### src/hw/rtl/wsld_pkg.sv
package wsld_pkg;

	localparam int DATA_W = 32;
	localparam int NUM_AXES = 3;
	localparam int WINDOW_DEPTH_DEF = 16;
	localparam logic [DATA_W-1:0] THRESHOLD_RESET = 32'd655;

	typedef struct packed {
		logic start;
		logic rd_en;
	} scan_ctl_t;

	typedef struct packed {
		logic [DATA_W-1:0] hi;
		logic [DATA_W-1:0] lo;
	} axis_span_t;

endpackage

### src/hw/rtl/window_stability_lock_detector.sv
// Channel  | Handshake                 | Payload
// ---------+---------------------------+---------------------------------------------
// input    | in_valid / in_stall       | restart, var_x, var_y, var_z, positioning_ok,
//          |                           | calibrated
// output   | out_valid / out_stall     | locked
// config   | cfg_valid / cfg_ready     | cfg_data (spread threshold)
//
// A sample item over a full window steps through one write, WINDOW_DEPTH reads of the
// per-axis window RAMs, one drain and one merge. Restart items and items over a
// window not yet full skip the reads and the drain.
// One item in flight; a new item is taken while the previous result waits in the
// output register. Reset clears window pointers and fill count, sets threshold 655.
// A stalled output holds the merge state until the output register frees up.
module window_stability_lock_detector #(
	parameter int WINDOW_DEPTH = wsld_pkg::WINDOW_DEPTH_DEF
) (
	input  logic                        clk,
	input  logic                        arst_n,
	input  logic                        in_valid,
	output logic                        in_stall,
	input  logic                        restart,
	input  logic [wsld_pkg::DATA_W-1:0] var_x,
	input  logic [wsld_pkg::DATA_W-1:0] var_y,
	input  logic [wsld_pkg::DATA_W-1:0] var_z,
	input  logic                        positioning_ok,
	input  logic                        calibrated,
	output logic                        out_valid,
	input  logic                        out_stall,
	output logic                        locked,
	input  logic                        cfg_valid,
	output logic                        cfg_ready,
	input  logic [wsld_pkg::DATA_W-1:0] cfg_data
);

	localparam int ADDR_W = $clog2(WINDOW_DEPTH);
	localparam int FILL_W = $clog2(WINDOW_DEPTH + 1);

	localparam logic [1:0] ST_IDLE  = 2'd0;
	localparam logic [1:0] ST_SCAN  = 2'd1;
	localparam logic [1:0] ST_DRAIN = 2'd2;
	localparam logic [1:0] ST_MERGE = 2'd3;

	logic [1:0]                  state_q;
	logic [ADDR_W-1:0]           write_slot_q;
	logic [FILL_W-1:0]           fill_q;
	logic [ADDR_W-1:0]           scan_idx_q;
	logic                        eval_q;
	logic                        flags_q;
	logic [wsld_pkg::DATA_W-1:0] threshold_q;
	logic                        out_valid_q;
	logic                        locked_q;

	logic                        in_accept;
	logic                        sample_wr;
	logic                        full_next;
	logic                        out_free;
	logic                        merge_locked;
	wsld_pkg::scan_ctl_t         scan_ctl;
	wsld_pkg::axis_span_t        spans [wsld_pkg::NUM_AXES];
	logic [wsld_pkg::DATA_W-1:0] var_in [wsld_pkg::NUM_AXES];

	assign in_stall  = (state_q != ST_IDLE);
	assign in_accept = in_valid && !in_stall;
	assign sample_wr = in_accept && !restart;
	assign full_next = (fill_q == FILL_W'(WINDOW_DEPTH)) ||
	                   (fill_q == FILL_W'(WINDOW_DEPTH - 1));
	assign out_free  = !out_valid_q || !out_stall;
	assign cfg_ready = 1'b1;

	assign scan_ctl.start = sample_wr;
	assign scan_ctl.rd_en = (state_q == ST_SCAN);

	assign var_in[0] = var_x;
	assign var_in[1] = var_y;
	assign var_in[2] = var_z;

	for (genvar a = 0; a < wsld_pkg::NUM_AXES; a++) begin : g_lane
		wsld_lane #(
			.WINDOW_DEPTH(WINDOW_DEPTH)
		) u_lane (
			.clk     (clk),
			.arst_n  (arst_n),
			.wr_en   (sample_wr),
			.wr_addr (write_slot_q),
			.wr_data (var_in[a]),
			.ctl     (scan_ctl),
			.rd_addr (scan_idx_q),
			.span    (spans[a])
		);
	end

	wsld_merge u_merge (
		.spans     (spans),
		.threshold (threshold_q),
		.eval      (eval_q),
		.flags_ok  (flags_q),
		.locked    (merge_locked)
	);

	always_ff @(posedge clk) begin
		if (sample_wr) begin
			flags_q <= positioning_ok && calibrated;
		end
	end

	always_ff @(posedge clk or negedge arst_n) begin
		if (!arst_n) begin
			threshold_q <= wsld_pkg::THRESHOLD_RESET;
		end else if (cfg_valid && cfg_ready) begin
			threshold_q <= cfg_data;
		end
	end

	always_ff @(posedge clk or negedge arst_n) begin
		if (!arst_n) begin
			state_q      <= ST_IDLE;
			write_slot_q <= '0;
			fill_q       <= '0;
			scan_idx_q   <= '0;
			eval_q       <= 1'b0;
			out_valid_q  <= 1'b0;
			locked_q     <= 1'b0;
		end else begin
			if (out_valid_q && !out_stall && state_q != ST_MERGE) begin
				out_valid_q <= 1'b0;
			end
			case (state_q)
				ST_IDLE: begin
					if (in_accept) begin
						scan_idx_q <= '0;
						if (restart) begin
							write_slot_q <= '0;
							fill_q       <= '0;
							eval_q       <= 1'b0;
							state_q      <= ST_MERGE;
						end else begin
							if (write_slot_q == ADDR_W'(WINDOW_DEPTH - 1)) begin
								write_slot_q <= '0;
							end else begin
								write_slot_q <= write_slot_q + 1'b1;
							end
							if (fill_q != FILL_W'(WINDOW_DEPTH)) begin
								fill_q <= fill_q + 1'b1;
							end
							eval_q  <= full_next;
							state_q <= full_next ? ST_SCAN : ST_MERGE;
						end
					end
				end
				ST_SCAN: begin
					if (scan_idx_q == ADDR_W'(WINDOW_DEPTH - 1)) begin
						state_q <= ST_DRAIN;
					end else begin
						scan_idx_q <= scan_idx_q + 1'b1;
					end
				end
				ST_DRAIN: begin
					state_q <= ST_MERGE;
				end
				ST_MERGE: begin
					if (out_free) begin
						out_valid_q <= 1'b1;
						locked_q    <= merge_locked;
						state_q     <= ST_IDLE;
					end
				end
				default: begin
					state_q <= ST_IDLE;
				end
			endcase
		end
	end

	assign out_valid = out_valid_q;
	assign locked    = locked_q;

	a_accept_blocks: assert property (@(posedge clk) disable iff (!arst_n)
		in_accept |=> in_stall)
		else $error("input taken while an item is in flight");

	a_fill_bound: assert property (@(posedge clk) disable iff (!arst_n)
		fill_q <= FILL_W'(WINDOW_DEPTH))
		else $error("fill count beyond window depth");

	a_result_source: assert property (@(posedge clk) disable iff (!arst_n)
		$rose(out_valid_q) |-> $past(state_q == ST_MERGE))
		else $error("result loaded outside merge");

	a_lock_needs_scan: assert property (@(posedge clk) disable iff (!arst_n)
		(state_q == ST_MERGE && merge_locked) |-> eval_q && $past(state_q != ST_IDLE))
		else $error("lock reported without a window scan");

endmodule

### src/hw/rtl/wsld_lane.sv
module wsld_lane #(
	parameter int WINDOW_DEPTH = wsld_pkg::WINDOW_DEPTH_DEF,
	localparam int ADDR_W = $clog2(WINDOW_DEPTH)
) (
	input  logic                        clk,
	input  logic                        arst_n,
	input  logic                        wr_en,
	input  logic [ADDR_W-1:0]           wr_addr,
	input  logic [wsld_pkg::DATA_W-1:0] wr_data,
	input  wsld_pkg::scan_ctl_t         ctl,
	input  logic [ADDR_W-1:0]           rd_addr,
	output wsld_pkg::axis_span_t        span
);

	logic [wsld_pkg::DATA_W-1:0] mem [WINDOW_DEPTH];
	logic [wsld_pkg::DATA_W-1:0] rd_data_s1;
	logic                        rd_vld_s1;
	logic [wsld_pkg::DATA_W-1:0] hi_q;
	logic [wsld_pkg::DATA_W-1:0] lo_q;

	always_ff @(posedge clk) begin
		if (wr_en) begin
			mem[wr_addr] <= wr_data;
		end
		if (ctl.rd_en) begin
			rd_data_s1 <= mem[rd_addr];
		end
	end

	always_ff @(posedge clk or negedge arst_n) begin
		if (!arst_n) begin
			rd_vld_s1 <= 1'b0;
			hi_q      <= '0;
			lo_q      <= '1;
		end else begin
			rd_vld_s1 <= ctl.rd_en;
			if (ctl.start) begin
				hi_q <= '0;
				lo_q <= '1;
			end else if (rd_vld_s1) begin
				if (rd_data_s1 > hi_q) begin
					hi_q <= rd_data_s1;
				end
				if (rd_data_s1 < lo_q) begin
					lo_q <= rd_data_s1;
				end
			end
		end
	end

	assign span.hi = hi_q;
	assign span.lo = lo_q;

endmodule

### src/hw/rtl/wsld_merge.sv
module wsld_merge (
	input  wsld_pkg::axis_span_t        spans [wsld_pkg::NUM_AXES],
	input  logic [wsld_pkg::DATA_W-1:0] threshold,
	input  logic                        eval,
	input  logic                        flags_ok,
	output logic                        locked
);

	logic [wsld_pkg::NUM_AXES-1:0] axis_ok;

	always_comb begin
		for (int a = 0; a < wsld_pkg::NUM_AXES; a++) begin
			axis_ok[a] = (spans[a].hi - spans[a].lo) < threshold;
		end
	end

	assign locked = eval && flags_ok && (&axis_ok);

endmodule
### config.mk
export PLATFORM = sky130hd
export DESIGN_NAME = window_stability_lock_detector
export DESIGN_NICKNAME = d
export VERILOG_FILES = /design/src/hw/rtl/wsld_pkg.sv /design/src/hw/rtl/window_stability_lock_detector.sv /design/src/hw/rtl/wsld_lane.sv /design/src/hw/rtl/wsld_merge.sv
export SDC_FILE = /design/constraint.sdc
export NUM_CORES = 2
export LEC_CHECK = 0
export BUFFER_PORTS_ARGS = -buffer_cell sky130_fd_sc_hd__buf_2
export CAP_MARGIN = 20
export CORE_UTILIZATION = 63
export DETAILED_ROUTE_END_ITERATION = 8
export PLACE_DENSITY = 0.8
export SYNTH_ARGS = -nofsm -noshare
export SYNTH_HDL_FRONTEND = slang
export SYNTH_SLANG_ARGS = --single-unit
### constraint.sdc
create_clock -name clk -period 12.32 [get_ports clk]
set_clock_uncertainty 0.15 [all_clocks]
set_input_delay 0 -clock clk [delete_from_list [all_inputs] [get_ports clk]]
set_output_delay 0 -clock clk [all_outputs]
set_load 0.005 [all_outputs]
### After elaboration in Yosys (flattened, before gate mapping)

Memory sizes are Yosys's and may differ from the RTL's. A register that Yosys moved wholly into a read port is not among the register bits.
Index checks and enable logic that the tools add are counted.

* add/sub/neg operators: 6
* reductions and logical operators: 36
* $lt $le $gt $ge: 9
* equal/unequal tests: 13
* mux-type cells: 37

Operators by type and width (number)
* $mux W32: 18
* $lt A32 B32 Y1: 6
* $gt A32 B32 Y1: 3
* $sub A32 B32 Y32: 3
* $reduce_bool A2 Y1: 10
* $mux W4: 4
* $reduce_and A2 Y1: 8
* $reduce_and A3 Y1: 4
* $mux W2: 5
* $mux W5: 2
* $ne A2 B2 Y1 const B: 5
* $add A4 B1 Y4 const B: 2
* $eq A4 B4 Y1 const B: 2
* $pmux W2 S4: 1
* $pmux W4 S2: 1
* $logic_and A1 B1 Y1: 7
* $mux W1: 6
* $add A5 B1 Y5 const B: 1
* $eq A5 B4 Y1 const B: 1
* $eq A5 B5 Y1 const B: 1
* $ne A5 B5 Y1 const B: 1
* $eq A2 B2 Y1 const B: 2
* $logic_not A1 Y1: 4
* $eq A2 B1 Y1 const B: 1
* 2 further kinds: 3

* register bits: 244
* memories: 3
* bits of input ports: 136
* bits in writable memories: 1536
* output and inout bits: 4

Memories
* g_lane[0].u_lane.mem: words 16, bits a word 32, rd ports 1, clocked after Yosys merged registers in 1, wr ports 1, RTL line wsld_lane.sv:15 `logic [wsld_pkg::DATA_W-1:0] mem [WINDOW_DEPTH];`
* g_lane[1].u_lane.mem: words 16, bits a word 32, rd ports 1, clocked after Yosys merged registers in 1, wr ports 1, RTL line wsld_lane.sv:15
* g_lane[2].u_lane.mem: words 16, bits a word 32, rd ports 1, clocked after Yosys merged registers in 1, wr ports 1, RTL line wsld_lane.sv:15

### Logic depth before layout (Yosys ltp)

* word-level depth: 6
* depth in mapped cells: 21
* gate-level depth less buffers: 21

### By module

Synthesis repeated with hierarchy kept, for this count alone.

* cells, all modules: 4982
* area, all modules: 83558.9 µm²

Modules (own cells, without submodules)
* wsld_lane (g_lane[0].u_lane ...): times used 2, seq. area each 18002.3 µm², cells each 1265, area each 24639.9 µm²
* wsld_lane (g_lane[2].u_lane): times used 1, seq. area each 18002.3 µm², cells each 1266, area each 24702.4 µm²
* wsld_merge: times used 1, seq. area each 0.0 µm², cells each 1000, area each 7226.9 µm²
* window_stability_lock_detector: times used 1, seq. area each 1288.7 µm², cells each 186, area each 2349.8 µm²

### Worst setup path after synthesis

Ideal clock, no wire load.

* path type: reg-to-reg
* from: register state_q[0]
* to: memory g_lane[0].u_lane.mem[7][0] in the netlist's numbering (enable)
* cell stages (with the launch flop): 9
* clock period less this slack: 8968 ps
* required time: 11502 ps
* data arrival time: 8149 ps
* path buffers: 3
* setup time: 668 ps
* setup slack: 3352 ps
* cell sequence: dfrtp_1 inv_1 ha_1 and2_1 clkbuf_1 nand2b_1 clkbuf_1 clkbuf_1 nor3_1

* longest elaborated chain between the ends: 6

RTL lines
* from (decl): RTL line window_stability_lock_detector.sv:43 `logic [1:0] state_q;`
* from (signal assigned): RTL line window_stability_lock_detector.sv:146 `state_q <= full_next ? ST_SCAN : ST_MERGE;`
* $reduce_bool A2 Y1: RTL line window_stability_lock_detector.sv:62 `assign in_stall = (state_q != ST_IDLE);`
* $logic_not A1 Y1: RTL line window_stability_lock_detector.sv:63 `assign in_accept = in_valid && !in_stall;`
* $logic_and A1 B1 Y1: RTL line window_stability_lock_detector.sv:63
* $logic_and A1 B1 Y1: RTL line window_stability_lock_detector.sv:64 `assign sample_wr = in_accept && !restart;`
* $mux W1: RTL line wsld_lane.sv:22 `if (wr_en) begin`
* $mux W1 (implied by the code): RTL line wsld_lane.sv:23 `mem[wr_addr] <= wr_data;`
* to (decl): RTL line wsld_lane.sv:15

Every way passes these cells.

### Final worst setup path

* from: register state_q[1]
* to: memory g_lane[1].u_lane.mem[12][5] in the netlist's numbering (enable)

* longest elaborated chain between the ends: 6

RTL lines (RTL line)
* $reduce_bool A2 Y1: window_stability_lock_detector.sv:62
* $logic_not A1 Y1: window_stability_lock_detector.sv:63
* $logic_and A1 B1 Y1: window_stability_lock_detector.sv:63
* $logic_and A1 B1 Y1: window_stability_lock_detector.sv:64
* $mux W1: wsld_lane.sv:22
* $mux W1 (implied by the code): wsld_lane.sv:23
* to (decl): wsld_lane.sv:15

Every way passes these cells.

==> flow_metrics.env <==
export IMPL_h_tree_depth=4
export IMPL_cts_setup_buffers=0
export IMPL_fp_dieW_um=363
export IMPL_synthCells=4697
export IMPL_grt_remaining_overflow=0
export IMPL_grt_pass1_wl_um=311000
export IMPL_cp_required_ns=12.62
export IMPL_clock_sinks=1876
export IMPL_initial_core_util_pct=63.9
export IMPL_tightestPinTransition_ns=1.07
export IMPL_io_pins=140
export IMPL_final_common_cell="edfxtp_1"
export IMPL_drtAntennaViolNets=0
export IMPL_yosys_warnings=0
export IMPL_slew_headroom_pct=28.5
export IMPL_core_mm2=0.128
export IMPL_layout_nets=5756
export IMPL_drive_above_1_share_pct=19.9
export IMPL_cap_violations=0
export IMPL_synth_top_flop_cell="edfxtp_1"
export IMPL_fmax_mhz=195
export IMPL_finalCritPeriodShare_pct=41.6
export IMPL_die_y_um=363
export IMPL_synth_edff_count=1633
export IMPL_dr_pass1_iters=6
export IMPL_end_kind="flop"
export IMPL_wl_per_cell_um=29.5
export IMPL_portBuffers=138
export IMPL_hold_viol=0
export IMPL_grt_pass1_vias=48700
export IMPL_setup_violations=0
export IMPL_antenna_found_initial=8
export IMPL_viasPerCell=6.61
export IMPL_status="finished, final reports clean"
export IMPL_avgSynthCellArea_um2=17.4
export IMPL_drtIter0Drc=6004
export IMPL_num_vias=47000
export IMPL_hp_class="input port to flop"
export IMPL_arrival_ns=5.43
export IMPL_fin_crit_ns=5.13
export IMPL_clk_pin_slew_worst_paths_ns=0.06
export IMPL_clk_path_buf_depth=3
export IMPL_crit_type="flop to flop"
export IMPL_drv_slew=0
export IMPL_track_usage_pct=32.5
export IMPL_synth_fp_nets=5223
export IMPL_clockRootBuffer="clkbuf_16"
export IMPL_syn_to_final_growth_pct=14.6
export IMPL_rows=131
export IMPL_cts_inserted_buffers=182
export IMPL_power_total_uw=20900
export IMPL_synth_cell_types=75
export IMPL_drc=0
export IMPL_p_leak_uw=0.0335
export IMPL_netlist_area_mm2=0.0819
export IMPL_cts_tree="done"
export IMPL_routed_wirelength_um=210000
export IMPL_worstPathMaxFanout=61
export IMPL_critPathLaunchType="flop"
export IMPL_ir_worst_vdd_mv=0.230
export IMPL_cts_resized=0
export IMPL_rsz0062_at_grt="no"
export IMPL_tns_ns=0
export IMPL_seq_area_frac_synth_pct=67.5
export IMPL_dp_hpwl_um=113000
export IMPL_synth_seq_cells=1876
export IMPL_die_area_mm2=0.131
export IMPL_worstSkewPairLatency_ns=0.84
export IMPL_place_congestion=0.929
export IMPL_final_cell_mix="edfxtp_1, mux4_2, ha_1"
export IMPL_power_density_mw_per_mm2=223
export IMPL_async_flop_share_pct=13.0
export IMPL_grt_max_degree=150
## kinds of logic (layout without fill, tap and decap cells)
group / Yosys count / after routing / share of synthesized area, %
mux: 616 / 616 / 14.9
buf+inv: 446 / 1132 / 2.08
xor+xnor: 85 / 85 / 0.909
fa+ha+maj: 390 / 390 / 5.99
simple gates: 667 / 667 / 3.71
flops: 1876 / 1876 / 67.5
other cells: 1 / 6 / 0.00458
compound gates: 616 / 616 / 4.98
## worst max-delay path, cell delays in order, from the launching register on
cell and delay (ns):
dfrtp_1 0.40, inv_1 0.16, ha_1 0.24, and2_1 0.48, nand2b_4 0.49, inv_1 0.22, buf_4 0.44, and4_4 0.56
buf_4 0.77, buf_4 0.72
## path summary, 6_finish.rpt
check | depth (start not counted) | startpoint | slack, ns | to
worst max-delay path | 9 | state_q[1] | 7.19 | g_lane[1].u_lane.mem[12][5]
worst min-delay path | 3 | positioning_ok | 0.18 | flags_q
worst max register to register | 9 | state_q[1] | 7.19 | g_lane[1].u_lane.mem[12][5]
worst min register to register | 2 | g_lane[1].u_lane.lo_q[0] | 0.36 | g_lane[1].u_lane.lo_q[0]
max in group asynchronous | 4 | arst_n | 10.73 | g_lane[2].u_lane.hi_q[1]
min in group asynchronous | 3 | arst_n | 0.32 | g_lane[1].u_lane.lo_q[10]
## power breakdown
part	switching (uW)	internal [uW]	total, uW
registers	496	7630	8120
clock network	2440	3080	5510
logic	4020	3250	7270
total	6960	14000	20900
## metal layers
layer  GRT usage (%)  part of all wire [%]
met1            44.1                    38
met2            53.1                    50
met3            5.91                   9.0
met4            12.4                   3.5
met5               0                 0.026
## synth_stat cells, types with 11 or more instances
cell	number	area [um^2]
mux2i_1	133	1330
buf_1	41	154
a211oi_1	16	120
nand2_1	323	1210
nand4_1	61	382
and2_1	12	75.1
o211ai_1	72	541
o21bai_1	13	97.6
and3_1	11	68.8
o21a_1	31	233
o21ai_0	119	596
nor2b_1	23	144
clkbuf_1	114	428
inv_1	269	1010
xnor2_1	51	447
mux4_2	480	10800
a21o_1	123	923
ha_1	387	4840
a21oi_1	152	761
buf_2	21	105
dfstp_2	102	2680
nand3_1	36	180
nor2_1	116	435
xor2_1	34	298
nor3_1	31	155
edfxtp_1	1633	49000
nand2b_1	16	100
dfrtp_1	141	3530
## repair_timing
item | in CTS | in global routing
endpoints found under the setup margin | 0 | 0
hold endpoints to repair | 1799 | 0
hold buffers | 331 | 0
## layout make-up
| type | instances | area [um^2] |
|---|---|---|
| fillers | 7403 | 34300 |
| repair buffers | 526 | 4540 |
| multi-input cells | 2375 | 25100 |
| inverters | 269 | 1010 |
| flip-flops and latches | 1876 | 55300 |
| well taps | 1729 | 2160 |
| diodes | 5 | 12.5 |
| clock inverters | 106 | 1000 |
| clock buffers | 231 | 4820 |
## sequential cells by signal, summed over array words and instances, names as in the netlist
signal,count
g_lane.u_lane.mem,1536
g_lane.u_lane.hi_q,96
g_lane.u_lane.lo_q,96
g_lane.u_lane.rd_data_s1,96
threshold_q,32
fill_q,5
scan_idx_q,4
write_slot_q,4
state_q,2
eval_q,1
flags_q,1
g_lane.u_lane.rd_vld_s1,1
locked,1
out_valid,1
## per-stage QoR
stage / hold WS (ns) / std cells / util, % / setup WS [ns] / instance area [um^2]
after floorplan: -0.446 / 4697 / - / 3.35 / 81900
after global placement: -0.0812 / 6443 / 66.1 / 7.33 / 84700
after detailed placement: -0.0788 / 6443 / 66.1 / 7.30 / 84700
after CTS: 0.0574 / 7111 / 73.2 / 7.20 / 93800
after global routing: 0.146 / 7115 / 73.2 / 6.98 / 93900
final: 0.178 / 7117 / 73.2 / 7.19 / 93900
Note: power is estimated with default switching activity, not from simulation.
